$ cat src/hdl/ymsc_pkg.sv
package ymsc_pkg;

  // Protocol control characters
  localparam logic [7:0] CH_CAN = 8'h18;
  localparam logic [7:0] CH_C   = 8'h43;
  localparam logic [7:0] CH_ACK = 8'h06;
  localparam logic [7:0] CH_NAK = 8'h15;

  // Register defaults and indexes
  localparam logic [31:0] TOTAL_BYTES_RESET = 32'd0;
  localparam logic [15:0] TIMEOUT_MS_RESET  = 16'd1000;
  localparam logic [3:0]  MAX_RETRIES_RESET = 4'd10;

  typedef enum logic [1:0] {
    REG_TOTAL_BYTES = 2'd0,
    REG_TIMEOUT_MS  = 2'd1,
    REG_MAX_RETRIES = 2'd2,
    REG_UNUSED      = 2'd3
  } reg_idx_e;

  typedef enum logic [1:0] {
    CMD_BYTE    = 2'd0,
    CMD_TICK    = 2'd1,
    CMD_CANCEL  = 2'd2,
    CMD_RESTART = 2'd3
  } cmd_e;

  typedef enum logic [2:0] {
    PH_WAIT_C     = 3'd0,
    PH_HEADER_ACK = 3'd1,
    PH_DATA_C     = 3'd2,
    PH_DATA_ACK   = 3'd3,
    PH_EOT_NAK    = 3'd4,
    PH_EOT_ACK    = 3'd5,
    PH_FINAL_C    = 3'd6,
    PH_FINAL_ACK  = 3'd7
  } phase_e;

  typedef enum logic [1:0] {
    ST_RUN  = 2'd0,
    ST_DONE = 2'd1,
    ST_ERR  = 2'd2
  } status_e;

  typedef enum logic [1:0] {
    CAUSE_NONE       = 2'd0,
    CAUSE_RX_CANCEL  = 2'd1,
    CAUSE_TIMEOUT    = 2'd2,
    CAUSE_LOCAL_CANCEL = 2'd3
  } cause_e;

  typedef enum logic [2:0] {
    ACT_NONE   = 3'd0,
    ACT_HDR    = 3'd1,
    ACT_EMPTY  = 3'd2,
    ACT_DATA   = 3'd3,
    ACT_EOT    = 3'd4,
    ACT_RESEND = 3'd5,
    ACT_CAN2   = 3'd6
  } action_e;

  typedef struct packed {
    logic [31:0] total_bytes;
    logic [15:0] timeout_ms;
    logic [3:0]  max_retries;
  } cfg_t;

  typedef struct packed {
    cmd_e        command;
    logic [7:0]  rx_byte;
    logic [15:0] delta_ms;
  } item_t;

  typedef struct packed {
    phase_e      phase;
    status_e     run_status;
    cause_e      fail_cause;
    logic [1:0]  cancel_count;
    logic [4:0]  retry_count;
    logic [16:0] wait_time;
    logic [31:0] file_offset;
    logic [7:0]  block_counter;
    logic [10:0] block_length;
  } state_t;

  typedef struct packed {
    action_e     action;
    logic [7:0]  block_number;
    logic [31:0] read_offset;
    logic [10:0] read_length;
    logic        progress_valid;
    logic [31:0] progress_offset;
    status_e     status;
    cause_e      error_cause;
  } result_t;

  localparam state_t STATE_RESET = '{
    phase:         PH_WAIT_C,
    run_status:    ST_RUN,
    fail_cause:    CAUSE_NONE,
    cancel_count:  2'd0,
    retry_count:   5'd0,
    wait_time:     17'd0,
    file_offset:   32'd0,
    block_counter: 8'd1,
    block_length:  11'd0
  };

endpackage

$ cat src/hdl/ymsc_cfg_regs.sv
module ymsc_cfg_regs (
  input  logic                clk_i,
  input  logic                rst_ni,
  input  logic                cfg_we_i,
  input  logic [1:0]          cfg_idx_i,
  input  logic [31:0]         cfg_data_i,
  output ymsc_pkg::cfg_t      cfg_o
);

  ymsc_pkg::cfg_t cfg_q, cfg_d;

  // Decode the register index and replace the addressed field
  always_comb begin
    cfg_d = cfg_q;
    if (cfg_we_i) begin
      unique case (ymsc_pkg::reg_idx_e'(cfg_idx_i))
        ymsc_pkg::REG_TOTAL_BYTES: cfg_d.total_bytes = cfg_data_i;
        ymsc_pkg::REG_TIMEOUT_MS:  cfg_d.timeout_ms  = cfg_data_i[15:0];
        ymsc_pkg::REG_MAX_RETRIES: cfg_d.max_retries = cfg_data_i[3:0];
        ymsc_pkg::REG_UNUSED:      cfg_d             = cfg_q;
      endcase
    end
  end

  always_ff @(posedge clk_i or negedge rst_ni) begin
    if (!rst_ni) begin
      cfg_q.total_bytes <= ymsc_pkg::TOTAL_BYTES_RESET;
      cfg_q.timeout_ms  <= ymsc_pkg::TIMEOUT_MS_RESET;
      cfg_q.max_retries <= ymsc_pkg::MAX_RETRIES_RESET;
    end else begin
      cfg_q <= cfg_d;
    end
  end

  assign cfg_o = cfg_q;

endmodule

$ cat src/hdl/ymsc_step.sv
module ymsc_step #(
  parameter int unsigned DATA_BLOCK_BYTES = 1024
) (
  input  ymsc_pkg::state_t  state_i,
  input  ymsc_pkg::cfg_t    cfg_i,
  input  ymsc_pkg::item_t   item_i,
  output ymsc_pkg::state_t  state_o,
  output ymsc_pkg::result_t result_o
);

  localparam logic [31:0] BlockMax = 32'(DATA_BLOCK_BYTES);

  always_comb begin
    ymsc_pkg::state_t  ns;
    ymsc_pkg::result_t res;
    logic [16:0] tick_sum;
    logic [31:0] acked;
    logic [31:0] blk_offset;
    logic [31:0] remain;
    logic [31:0] blk_len;
    logic [4:0]  retry_inc;
    logic [1:0]  can_inc;
    logic        send_blk;

    ns         = state_i;
    res        = '0;
    send_blk   = 1'b0;
    acked      = state_i.file_offset + 32'(state_i.block_length);
    blk_offset = state_i.file_offset;
    tick_sum   = state_i.wait_time + 17'(item_i.delta_ms);
    retry_inc  = (state_i.retry_count < 5'd31) ? state_i.retry_count + 5'd1
                                               : state_i.retry_count;
    can_inc    = (state_i.cancel_count < 2'd3) ? state_i.cancel_count + 2'd1
                                               : state_i.cancel_count;

    // Dispatch the event
    priority if (item_i.command == ymsc_pkg::CMD_RESTART) begin
      ns = ymsc_pkg::STATE_RESET;
    end else if (state_i.run_status == ymsc_pkg::ST_RUN) begin
      unique case (item_i.command)
        ymsc_pkg::CMD_BYTE: begin
          if (item_i.rx_byte == ymsc_pkg::CH_CAN) begin
            // Count CANs; the wait time keeps running
            ns.cancel_count = can_inc;
            if (can_inc >= 2'd2) begin
              ns.run_status = ymsc_pkg::ST_ERR;
              ns.fail_cause = ymsc_pkg::CAUSE_RX_CANCEL;
            end
          end else begin
            ns.cancel_count = 2'd0;
            unique case (state_i.phase)
              ymsc_pkg::PH_WAIT_C: begin
                if (item_i.rx_byte == ymsc_pkg::CH_C) begin
                  res.action     = ymsc_pkg::ACT_HDR;
                  ns.phase       = ymsc_pkg::PH_HEADER_ACK;
                  ns.retry_count = 5'd0;
                  ns.wait_time   = 17'd0;
                end
              end
              ymsc_pkg::PH_HEADER_ACK: begin
                if (item_i.rx_byte == ymsc_pkg::CH_ACK) begin
                  ns.phase       = ymsc_pkg::PH_DATA_C;
                  ns.retry_count = 5'd0;
                  ns.wait_time   = 17'd0;
                end else if (item_i.rx_byte == ymsc_pkg::CH_NAK) begin
                  res.action   = ymsc_pkg::ACT_RESEND;
                  ns.wait_time = 17'd0;
                end
              end
              ymsc_pkg::PH_DATA_C: begin
                if (item_i.rx_byte == ymsc_pkg::CH_C) begin
                  if (cfg_i.total_bytes == 32'd0) begin
                    res.action     = ymsc_pkg::ACT_EOT;
                    ns.phase       = ymsc_pkg::PH_EOT_NAK;
                    ns.retry_count = 5'd0;
                    ns.wait_time   = 17'd0;
                  end else begin
                    send_blk = 1'b1;
                  end
                end
              end
              ymsc_pkg::PH_DATA_ACK: begin
                if (item_i.rx_byte == ymsc_pkg::CH_ACK) begin
                  // Commit the acknowledged block, then EOT or next block
                  ns.file_offset     = acked;
                  res.progress_valid = 1'b1;
                  if (acked >= cfg_i.total_bytes) begin
                    res.action     = ymsc_pkg::ACT_EOT;
                    ns.phase       = ymsc_pkg::PH_EOT_NAK;
                    ns.retry_count = 5'd0;
                    ns.wait_time   = 17'd0;
                  end else begin
                    ns.block_counter = state_i.block_counter + 8'd1;
                    blk_offset       = acked;
                    send_blk         = 1'b1;
                  end
                end else if (item_i.rx_byte == ymsc_pkg::CH_NAK) begin
                  res.action   = ymsc_pkg::ACT_RESEND;
                  ns.wait_time = 17'd0;
                end
              end
              ymsc_pkg::PH_EOT_NAK: begin
                if (item_i.rx_byte == ymsc_pkg::CH_NAK) begin
                  res.action     = ymsc_pkg::ACT_EOT;
                  ns.phase       = ymsc_pkg::PH_EOT_ACK;
                  ns.retry_count = 5'd0;
                  ns.wait_time   = 17'd0;
                end else if (item_i.rx_byte == ymsc_pkg::CH_ACK) begin
                  ns.phase       = ymsc_pkg::PH_FINAL_C;
                  ns.retry_count = 5'd0;
                  ns.wait_time   = 17'd0;
                end
              end
              ymsc_pkg::PH_EOT_ACK: begin
                if (item_i.rx_byte == ymsc_pkg::CH_ACK) begin
                  ns.phase       = ymsc_pkg::PH_FINAL_C;
                  ns.retry_count = 5'd0;
                  ns.wait_time   = 17'd0;
                end else if (item_i.rx_byte == ymsc_pkg::CH_NAK) begin
                  res.action   = ymsc_pkg::ACT_RESEND;
                  ns.wait_time = 17'd0;
                end
              end
              ymsc_pkg::PH_FINAL_C: begin
                if (item_i.rx_byte == ymsc_pkg::CH_C) begin
                  res.action     = ymsc_pkg::ACT_EMPTY;
                  ns.phase       = ymsc_pkg::PH_FINAL_ACK;
                  ns.retry_count = 5'd0;
                  ns.wait_time   = 17'd0;
                end
              end
              ymsc_pkg::PH_FINAL_ACK: begin
                if (item_i.rx_byte == ymsc_pkg::CH_ACK) begin
                  ns.run_status = ymsc_pkg::ST_DONE;
                  ns.wait_time  = 17'd0;
                end else if (item_i.rx_byte == ymsc_pkg::CH_NAK) begin
                  res.action   = ymsc_pkg::ACT_RESEND;
                  ns.wait_time = 17'd0;
                end
              end
            endcase
          end
        end
        ymsc_pkg::CMD_TICK: begin
          // Accumulate time; on timeout count a retry, fail once retries run out, else resend if waiting on a frame
          ns.wait_time = tick_sum;
          if (tick_sum >= {1'b0, cfg_i.timeout_ms}) begin
            ns.wait_time   = 17'd0;
            ns.retry_count = retry_inc;
            if (retry_inc > {1'b0, cfg_i.max_retries}) begin
              ns.run_status = ymsc_pkg::ST_ERR;
              ns.fail_cause = ymsc_pkg::CAUSE_TIMEOUT;
            end else if (state_i.phase == ymsc_pkg::PH_HEADER_ACK ||
                         state_i.phase == ymsc_pkg::PH_DATA_ACK ||
                         state_i.phase == ymsc_pkg::PH_EOT_NAK ||
                         state_i.phase == ymsc_pkg::PH_EOT_ACK ||
                         state_i.phase == ymsc_pkg::PH_FINAL_ACK) begin
              res.action = ymsc_pkg::ACT_RESEND;
            end
          end
        end
        ymsc_pkg::CMD_CANCEL: begin
          res.action    = ymsc_pkg::ACT_CAN2;
          ns.run_status = ymsc_pkg::ST_ERR;
          ns.fail_cause = ymsc_pkg::CAUSE_LOCAL_CANCEL;
        end
        ymsc_pkg::CMD_RESTART: begin
          ns = ymsc_pkg::STATE_RESET;
        end
      endcase
    end else begin
      // Finished or failed: hold the state until a restart
      ns = state_i;
    end

    // Size the data block: bytes left, clipped to one block, zero past the end
    remain  = (blk_offset < cfg_i.total_bytes) ? cfg_i.total_bytes - blk_offset : 32'd0;
    blk_len = (remain > BlockMax) ? BlockMax : remain;
    if (send_blk) begin
      ns.block_length  = blk_len[10:0];
      res.action       = ymsc_pkg::ACT_DATA;
      res.block_number = ns.block_counter;
      res.read_offset  = blk_offset;
      res.read_length  = blk_len[10:0];
      ns.phase         = ymsc_pkg::PH_DATA_ACK;
      ns.retry_count   = 5'd0;
      ns.wait_time     = 17'd0;
    end

    // Report the state after the event
    res.progress_offset = ns.file_offset;
    res.status          = ns.run_status;
    res.error_cause     = ns.fail_cause;

    state_o  = ns;
    result_o = res;
  end

endmodule

$ cat src/hdl/ymodem_sender_controller_core.sv
// Channel   Dir  Handshake                    Payload
// s_axis    in   s_axis_tvalid/s_axis_tready  tuser: command; tdata: rx_byte, delta_ms
// m_axis    out  m_axis_tvalid/m_axis_tready  tuser: action; tdata: block..error_cause
// cfg       in   cfg_we_i (no wait)           cfg_idx_i, cfg_data_i
//
// One word per cycle unless both registers are full and the output is held.
// The rate is set by the input register feeding the combinational protocol step.
// Reset clears the protocol state, the registers return to their defaults.
// A stalled output holds its result; the input register still takes one more word.
module ymodem_sender_controller_core #(
  parameter int unsigned DATA_BLOCK_BYTES = 1024
) (
  input  logic        clk_i,
  input  logic        rst_ni,
  input  logic        s_axis_tvalid,
  output logic        s_axis_tready,
  input  logic [23:0] s_axis_tdata,  // rx_byte[7:0], delta_ms[23:8]
  input  logic [1:0]  s_axis_tuser,  // command[1:0]
  output logic        m_axis_tvalid,
  input  logic        m_axis_tready,
  // block_number[7:0], read_offset[39:8], read_length[50:40], progress_valid[51],
  // progress_offset[83:52], status[85:84], error_cause[87:86]
  output logic [87:0] m_axis_tdata,
  output logic [2:0]  m_axis_tuser,  // action[2:0]
  input  logic        cfg_we_i,
  input  logic [1:0]  cfg_idx_i,
  input  logic [31:0] cfg_data_i
);

  ymsc_pkg::cfg_t    cfg;
  ymsc_pkg::item_t   item_q;
  ymsc_pkg::state_t  state_q, state_d;
  ymsc_pkg::result_t result_q, result_d;
  logic              in_valid_q, out_valid_q;
  logic              advance, in_take;

  ymsc_cfg_regs u_cfg (
    .clk_i      (clk_i),
    .rst_ni     (rst_ni),
    .cfg_we_i   (cfg_we_i),
    .cfg_idx_i  (cfg_idx_i),
    .cfg_data_i (cfg_data_i),
    .cfg_o      (cfg)
  );

  ymsc_step #(
    .DATA_BLOCK_BYTES (DATA_BLOCK_BYTES)
  ) u_step (
    .state_i  (state_q),
    .cfg_i    (cfg),
    .item_i   (item_q),
    .state_o  (state_d),
    .result_o (result_d)
  );

  // Move a word from the input register into the result register
  assign advance       = in_valid_q && (!out_valid_q || m_axis_tready);
  assign s_axis_tready = !in_valid_q || advance;
  assign in_take       = s_axis_tvalid && s_axis_tready;

  // Input register
  always_ff @(posedge clk_i or negedge rst_ni) begin
    if (!rst_ni) begin
      in_valid_q <= 1'b0;
    end else if (in_take) begin
      in_valid_q <= 1'b1;
    end else if (advance) begin
      in_valid_q <= 1'b0;
    end
  end

  always_ff @(posedge clk_i) begin
    if (in_take) begin
      item_q.command  <= ymsc_pkg::cmd_e'(s_axis_tuser);
      item_q.rx_byte  <= s_axis_tdata[7:0];
      item_q.delta_ms <= s_axis_tdata[23:8];
    end
  end

  // Protocol state, updated once per processed word
  always_ff @(posedge clk_i or negedge rst_ni) begin
    if (!rst_ni) begin
      state_q <= ymsc_pkg::STATE_RESET;
    end else if (advance) begin
      state_q <= state_d;
    end
  end

  // Result register
  always_ff @(posedge clk_i or negedge rst_ni) begin
    if (!rst_ni) begin
      out_valid_q <= 1'b0;
    end else if (advance) begin
      out_valid_q <= 1'b1;
    end else if (m_axis_tready) begin
      out_valid_q <= 1'b0;
    end
  end

  always_ff @(posedge clk_i) begin
    if (advance) begin
      result_q <= result_d;
    end
  end

  assign m_axis_tvalid = out_valid_q;
  assign m_axis_tuser  = result_q.action;
  assign m_axis_tdata  = {result_q.error_cause, result_q.status, result_q.progress_offset,
                          result_q.progress_valid, result_q.read_length,
                          result_q.read_offset, result_q.block_number};

  // Stalls only when both registers are full and the output is held
  a_ready_stall: assert property (@(posedge clk_i) disable iff (!rst_ni)
    !s_axis_tready |-> (in_valid_q && out_valid_q && !m_axis_tready))
    else $error("input stalled without a full pipeline");

  // A restart returns the protocol to its start
  a_restart: assert property (@(posedge clk_i) disable iff (!rst_ni)
    (advance && item_q.command == ymsc_pkg::CMD_RESTART) |=>
      (state_q.phase == ymsc_pkg::PH_WAIT_C && state_q.file_offset == 32'd0 &&
       state_q.run_status == ymsc_pkg::ST_RUN && m_axis_tuser == ymsc_pkg::ACT_NONE))
    else $error("restart did not clear the state");

  // A finished or failed transfer ignores everything but a restart
  a_halted: assert property (@(posedge clk_i) disable iff (!rst_ni)
    (advance && item_q.command != ymsc_pkg::CMD_RESTART &&
     state_q.run_status != ymsc_pkg::ST_RUN) |=>
      (m_axis_tuser == ymsc_pkg::ACT_NONE && $stable(state_q)))
    else $error("halted transfer produced an action");

  // Block fields are only nonzero on a data block
  a_block_fields: assert property (@(posedge clk_i) disable iff (!rst_ni)
    (m_axis_tvalid && m_axis_tuser != ymsc_pkg::ACT_DATA) |->
      (m_axis_tdata[50:0] == 51'd0))
    else $error("block fields set without a data block");

  // The stored block length never exceeds one block
  a_block_len: assert property (@(posedge clk_i) disable iff (!rst_ni)
    32'(state_q.block_length) <= 32'(DATA_BLOCK_BYTES))
    else $error("block length above block size");

endmodule

$ cat config.mk
export PLATFORM = sky130hd
export DESIGN_NAME = ymodem_sender_controller_core
export DESIGN_NICKNAME = d
export VERILOG_FILES = /design/src/hdl/ymsc_pkg.sv /design/src/hdl/ymsc_cfg_regs.sv /design/src/hdl/ymsc_step.sv /design/src/hdl/ymodem_sender_controller_core.sv
export SDC_FILE = /design/constraint.sdc
export NUM_CORES = 1
export LEC_CHECK = 0
export ABC_CLOCK_PERIOD_IN_PS = 18720
export BUFFER_PORTS_ARGS = -buffer_cell sky130_fd_sc_hd__buf_2
export CAP_MARGIN = 40
export CORE_UTILIZATION = 50
export DETAILED_ROUTE_END_ITERATION = 16
export PLACE_DENSITY = 0.7
export SYNTH_ARGS = -nofsm -noshare
export SYNTH_HDL_FRONTEND = slang
export SYNTH_SLANG_ARGS = --single-unit
export TNS_END_PERCENT = 20
$ cat constraint.sdc
create_clock -name clk_i -period 18.72 [get_ports clk_i]
set_input_delay 1.872 -clock clk_i [delete_from_list [all_inputs] [get_ports clk_i]]
set_output_delay 1.872 -clock clk_i [all_outputs]
set_load 0.01 [all_outputs]
======== Yosys cells after proc, flatten, opt, wreduce, memory -nomap -nowiden ========
Cells that the tools add are included.
word-level totals
  bits in registers ....................... 253
  input bits .............................. 65
  output and inout port bits .............. 93
  logic and storage cells ................. 204
cells by class
  $add $sub $neg .......................... 6
  magnitude comparators ................... 8
  eq/ne operators ......................... 35
  multiplexer cells ....................... 89
  bitwise logic cells ..................... 3
  reduce and logical (&&, ||, !) cells .... 37
operators with widths
  operator                                                                 count
  32-bit 2-to-1 mux                                                        8
  22-bit 2-to-1 mux                                                        8
  82-bit 2-to-1 mux                                                        2
  40-bit 2-to-1 mux                                                        3
  17-bit one-hot mux with 5 select lines                                   1
  3-bit 2-to-1 mux                                                         23
  62-bit 2-to-1 mux                                                        1
  17-bit 2-to-1 mux                                                        3
  22-bit one-hot mux with 2 select lines                                   1
  32-bit by 11-bit adder with 32-bit output                                1
  32-bit >= comparator                                                     1
  32-bit by 11-bit > comparator with 1-bit output (second input constant)  1
  32-bit zero test                                                         1
  32-bit less-than comparator                                              1
  32-bit subtractor                                                        1
  5-bit one-hot mux with 5 select lines                                    1
  11-bit 2-to-1 mux                                                        2
  3-bit one-hot mux with 7 select lines                                    1
  2-bit 2-to-1 mux                                                         10
  4-bit by 1-bit != test with 1-bit output (second input constant)         5
  5-bit by 2-bit != test with 1-bit output (second input constant)         4
  3-bit one-hot mux with 6 select lines                                    1
  17-bit by 16-bit adder with 17-bit output                                1
  17-bit by 16-bit >= comparator with 1-bit output                         1
  47 further kinds                                                         96

======== Longest topological paths before layout ========
  depth in word-level cells ............... 14
  gate-level depth with buffers ........... 34
  depth with buffers taken out ............ 31

======== By module ========
Synthesis repeated with hierarchy kept, for this count alone.
unflattened totals
  cells, all modules ...................... 1713
  area, all modules ....................... 17291.6 um^2
modules (own cells, without submodules)
  module                         instances  cells each  area an instance (um^2)  sequential area each (um^2)
  ymsc_step                      1          1303        8293.0                   0.0
  ymodem_sender_controller_core  1          299         7014.2                   5616.6
  ymsc_cfg_regs                  1          111         1984.4                   1311.3

======== Least setup slack after synthesis ========
OpenSTA, ideal clock, no wires.
  kind .................................... reg-to-reg
  start point ............................. reg state_q[19] (netlist bit)
  end point ............................... reg result_q (netlist bit m_axis_tdata[45]) (data pin)
  library setup time ...................... 0.182 ns
  arrival time ............................ 7.410 ns
  required time ........................... 18.538 ns
  slack ................................... 11.128 ns
  stages on the path, launching flop included .. 34
  buffers on the path ..................... 4
  clock period less this slack ............ 7.592 ns
  path through ............................ dfrtp_1 > ha_1 > inv_1 > fa_1 > nor2b_1 > o21ai_0 > a21boi_0 > o21ai_0 > a211o_1 > a31oi_1 > clkbuf_1 > nand2_1 > nor2_1 > xor2_1 > ha_1 > nand4_1 > nor4_1 > a211oi_1 > o211ai_1 > nor4_4 > buf_4 > mux2i_1 > ha_1 > buf_2 > a211oi_1 > nand3_1 > o311ai_1 > o21ai_1 > xnor2_1 > a2111oi_0 > o2111ai_1 > or2_1 > buf_2 > nor4b_1
on the way
  cells in the longest elaborated chain, start to end .. 13
  elaborated cells between the ends (all ways) .. 21
  those cells by class .................... add/sub (2); order compare (3); mux (16)
RTL lines
  what                                                              line                                  RTL
  start, declared                                                   ymodem_sender_controller_core.sv:32   ymsc_pkg::state_t state_q, state_d;
  start signal, assigned                                            ymodem_sender_controller_core.sv:83   state_q <= ymsc_pkg::STATE_RESET;
  start signal, assigned                                            ymodem_sender_controller_core.sv:85   state_q <= state_d;
  32-bit by 11-bit adder with 32-bit output                         ymsc_step.sv:28                       acked = state_i.file_offset + 32'(state_i.block_length);
  32-bit >= comparator                                              ymsc_step.sv:87                       if (acked >= cfg_i.total_bytes) begin
  32-bit 2-to-1 mux                                                 ymsc_step.sv:87
  32-bit 2-to-1 mux                                                 ymsc_step.sv:83                       if (item_i.rx_byte == ymsc_pkg::CH_ACK) begin
  32-bit 2-to-1 mux                                                 ymsc_step.sv:51                       unique case (state_i.phase)
  32-bit 2-to-1 mux                                                 ymsc_step.sv:42                       if (item_i.rx_byte == ymsc_pkg::CH_CAN) begin
  32-bit 2-to-1 mux                                                 ymsc_step.sv:40                       unique case (item_i.command)
  32-bit 2-to-1 mux                                                 ymsc_step.sv:39                       end else if (state_i.run_status == ymsc_pkg::ST_RUN) begin
  32-bit 2-to-1 mux                                                 ymsc_step.sv:37                       priority if (item_i.command == ymsc_pkg::CMD_RESTART) begin
  32-bit subtractor or 32-bit less-than comparator (tied branches)  ymsc_step.sv:177                      remain = (blk_offset < cfg_i.total_bytes) ? cfg_i.total_bytes - blk_offset : 32'd0;
  32-bit 2-to-1 mux                                                 ymsc_step.sv:177
  32-bit by 11-bit > comparator with 1-bit output                   ymsc_step.sv:178                      blk_len = (remain > BlockMax) ? BlockMax : remain;
  11-bit 2-to-1 mux                                                 ymsc_step.sv:178
  end signal, assigned                                              ymodem_sender_controller_core.sv:102  result_q <= result_d;
  end, declared                                                     ymodem_sender_controller_core.sv:33   ymsc_pkg::result_t result_q, result_d;
Parallel ways exist; a longest one is shown, timed or not.
A chain may end at the register's enable or synchronous reset.

======== Final worst setup path ========
  start point ............................. reg state_q[19] (netlist bit)
  end point ............................... reg result_q (netlist bit m_axis_tdata[43]) (data pin)
The elaborated chain is that of the path after synthesis.

==> results by group <==
Yosys
  – Area share of the largest cell type after synthesis: 0.214
  – Seq/Total Area, Yosys: 0.423
  – Post-Syn Nets: 1948
  – Ranking of synthesized cells by area: edfxtp_1 (21%), dfrtp_1 (19%), ha_1 (9.2%), nand2_1 (4.2%), o21ai_0 (4.2%)
  – Mapped Cells: 1760
  – Ys flop type: dfrtp_1
  – Mean Syn Cell Area: 9.31 um2
  – Async SR Flop Fraction: 0.538
  – Flop and latch count out of synthesis: 253
  – Synth warnings: 0
  – Yosys cell types: 86
  – Cell area after synthesis: 16400 um2
  – Cell taking the most area after synthesis: edfxtp_1
  – Post-synth EDFFs: 117

Timing
  – Crit path time final: 9.58 ns
  – Tightest Pin Transition: 1.01 ns
  – Post-route setup TNS: 0 ns
  – Fmax: 104 MHz
  – Fin. max-slew vios: 0
  – Hold Slack: 0.486 ns
  – Unrepaired setup endpoints after global routing: no
  – Setup violators final: 0
  – Setup Skew: 0.0313 ns
  – Crit share post-route: 0.511
  – Final Hold Violating Endpoints: 0
  – Worst slew margin: 0.320

Clock network
  – Clock H-tree levels: 1
  – Num CTS Buffers: 30
  – Clk slew on worst S/H paths: 0.06 ns
  – Clock Path Buffers: 3
  – Post-cts resize count: 0
  – Num Clock Sinks: 253
  – Root Buffer: clkbuf_16
  – Hold Buf Count CTS: 0
  – CTS tree: yes
  – # Post-CTS Setup Buffers: 0
  – Worst skew pair latency: 0.59 ns

GRT
  – Vias in the first global route: 13200
  – Initial antenna violation count: 1
  – Global-route wire length before repair: 71700 um
  – GRT Residual Overflow: 0
  – GRT Overall Usage: 0.271
  – Largest net degree at the start of global routing: 76

Floorplan
  – Die area: 33500 um2
  – Core area: 31900 um2
  – Die Ht: 183 um
  – Row Count: 65
  – Initial core utilization: 0.514
  – Die Width: 183 um
  – IO Count: 158

Drt
  – Routed via count: 13800
  – Avg Vias per Cell: 5.90
  – Detailed Routing Iterations Pass 1: 7
  – Routed Antenna Nets: 0
  – Drt drc: 0
  – Wire per inst: 19.5 um
  – Initial DRC Count: 901
  – Routed Wire Length: 45600 um

Finish
  – Antenna cells: 0
  – Layout net count: 2068
  – Area Overhead vs Synth: 13.6%
  – Ratio of cells with drive above 1 in the final layout: 0.149

Power
  – Max VDD drop: 0.0954 mV
  – PwrDens: 97.0 nW/um2
  – P_int: 0.00120 W
  – Sequential Power Share: 0.381
  – Sw Ratio: 0.335
  – Combinational Power Share: 0.283
  – Clock power share: 0.336
  – P_sw: 0.000605 W
  – LEAKAGE: 7.97 nW

Setup path
  – CP dominant cell by count: ha_1
  – Crit-path max cell delay: 0.76 ns
  – Reg2reg setup slack: 9.14 ns
  – CP max-delay cell: nor4_4
  – Crit Path Class: reg -> reg
  – Worst Path Arrival: 9.95 ns
  – Worst setup SP type: flop
  – FF-to-FF End: m_axis_tdata[43]$_SDFFCE_PN0P_
  – Crit end category: flop
  – Crit-path max FO: 20
  – Critical path required time: 19.10 ns
  – Worst reg-to-reg path cell count: 30
  – Reg2Reg Launch Point: state_q[19]$_DFFE_PN0P_

Worst hold path
  – Hold EP: m_axis_tvalid$_DFFE_PN0P_
  – Hold Path Stages: 1
  – Worst hold path class: reg -> reg
  – Hold path start: in_valid_q$_DFFE_PN0P_

Placement
  – Port buffer count: 157
  – DP HPWL: 34300 um
  – GPL Wtd Cong: 0.938

Flow run
  – Max_cap viols: 0

Outcome
  – Status: complete, no violations
-- registers in the layout, summed over array words and instances, names as in the netlist --
register and count:
in_valid_q 1, item_q 26, m_axis_tdata 88, m_axis_tuser 3, m_axis_tvalid 1, state_q 82
u_cfg.cfg_o 52
-- routing by layer --
layer / GRT usage / wire length [um]
met5: 0 / 0
met4: 0.0940 / 1570
met2: 0.464 / 22000
met1: 0.352 / 19700
met3: 0.0359 / 2340
-- how the worst max path moves through the flow --
stage	start	endpoint	cells after the start
after global routing	state_q[19]$_DFFE_PN0P_	m_axis_tdata[47]$_SDFFCE_PN0P_	30
final	state_q[19]$_DFFE_PN0P_	m_axis_tdata[43]$_SDFFCE_PN0P_	30
after floorplan	state_q[19]$_DFFE_PN0P_	m_axis_tdata[45]$_SDFFCE_PN0P_	33
after global placement	state_q[19]$_DFFE_PN0P_	m_axis_tdata[45]$_SDFFCE_PN0P_	31
after CTS	state_q[19]$_DFFE_PN0P_	m_axis_tdata[43]$_SDFFCE_PN0P_	30
after detailed placement	state_q[19]$_DFFE_PN0P_	m_axis_tdata[47]$_SDFFCE_PN0P_	30
-- Yosys cell counts (28+ instances only) --
master    count
edfxtp_1    117
nor2_1      168
nor3_1       28
nand2_1     182
xor2_1       51
a21oi_1     100
o21ai_0     136
ha_1        120
nand4_1      36
xnor2_1      49
nand3_1      53
dfrtp_1     127
clkbuf_1     72
inv_1        93
-- per-stage QoR --
| step | cells | util | area (um2) | setup WS, ns | total power (W) |
|---|---|---|---|---|---|
| 6_report | 2339 | 0.584 | 18600 | 9.14 | 0.00181 |
| 5_1_grt | 2339 | 0.584 | 18600 | 8.49 | 0.00190 |
| 4_1_cts | 2339 | 0.584 | 18600 | 9.23 | 0.00181 |
| 3_5_place_dp | 2283 | 0.551 | 17600 | 9.31 | 0.00120 |
| 3_3_place_gp | 2276 | 0.548 | 17500 | 9.32 | 0.00119 |
| 2_1_floorplan | 1760 | - | 16400 | 11.13 | 0.00105 |
-- final cells by class --
class                   instances  area, um2
multi-input cells            1326       8770
fillers                      2840      13300
clock inverters                15        185
repair buffers                175        976
inverters                      94        355
well taps                     435        544
flip-flops and latches        253       6930
clock buffers                  41        853
-- power by group through the flow --
stage	clock [W]	combinational, W	sequential [W]
global placement	0	0.000493	0.000696
global route	0.000638	0.000567	0.000694
detailed placement	0	0.000503	0.000697
floorplan	0	0.000365	0.000686
CTS	0.000617	0.000506	0.000687
finish	0.000607	0.000511	0.000688
-- cells by family (layout without fill, tap and decap cells) --
kind of cell             Yosys count  after routing  synth area share
multiplexers                      45             45            0.0293
buffers and inverters            181            325            0.0428
flip-flops                       253            253             0.423
AO/OA/AOI/OAI                    434            434             0.168
XOR/XNOR                         100            100            0.0535
AND/OR/NAND/NOR                  624            624             0.189
adder cells (fa/ha/maj)          123            123            0.0953
-- placed cells by master, fill, tap and decap left out, types with 6 or more instances in the layout --
cell         n
inv_1       93
a21o_1      15
nand2b_1    21
buf_4       13
o21ai_0    136
ha_1       119
nand3b_1     6
and3_1      18
or4_1        7
nor3_1      28
nand4_1     36
xor2_1      51
dfrtp_1    127
o31ai_1     23
a21oi_1    100
a22o_1      22
nor4_1      23
mux2_2      24
nor2_1     168
xnor2_1     49
buf_2      157
nor4b_1      8
nor2b_1     12
o22ai_1      6
clkbuf_16   31
a31oi_1     17
a21boi_0     9
nand2_1    182
a211oi_1    14
nand3_1     53
edfxtp_1   117
o211ai_1     8
o21a_1      16
clkbuf_1     6
and2_1      12
dfstp_2      9
o21bai_1     8
mux2i_1     21
or3_1       15
-- critical path, delay by kind of cell, from the launching register on --
family | cells | cell delay [ns]
xor+xnor | 3 | 0.51
simple gates | 9 | 2.62
flops | 1 | 0.39
buf+inv | 2 | 0.44
fa+ha+maj | 4 | 1.24
compound gates | 12 | 4.13
No activity file was read; power rests on OpenSTA's default activity.
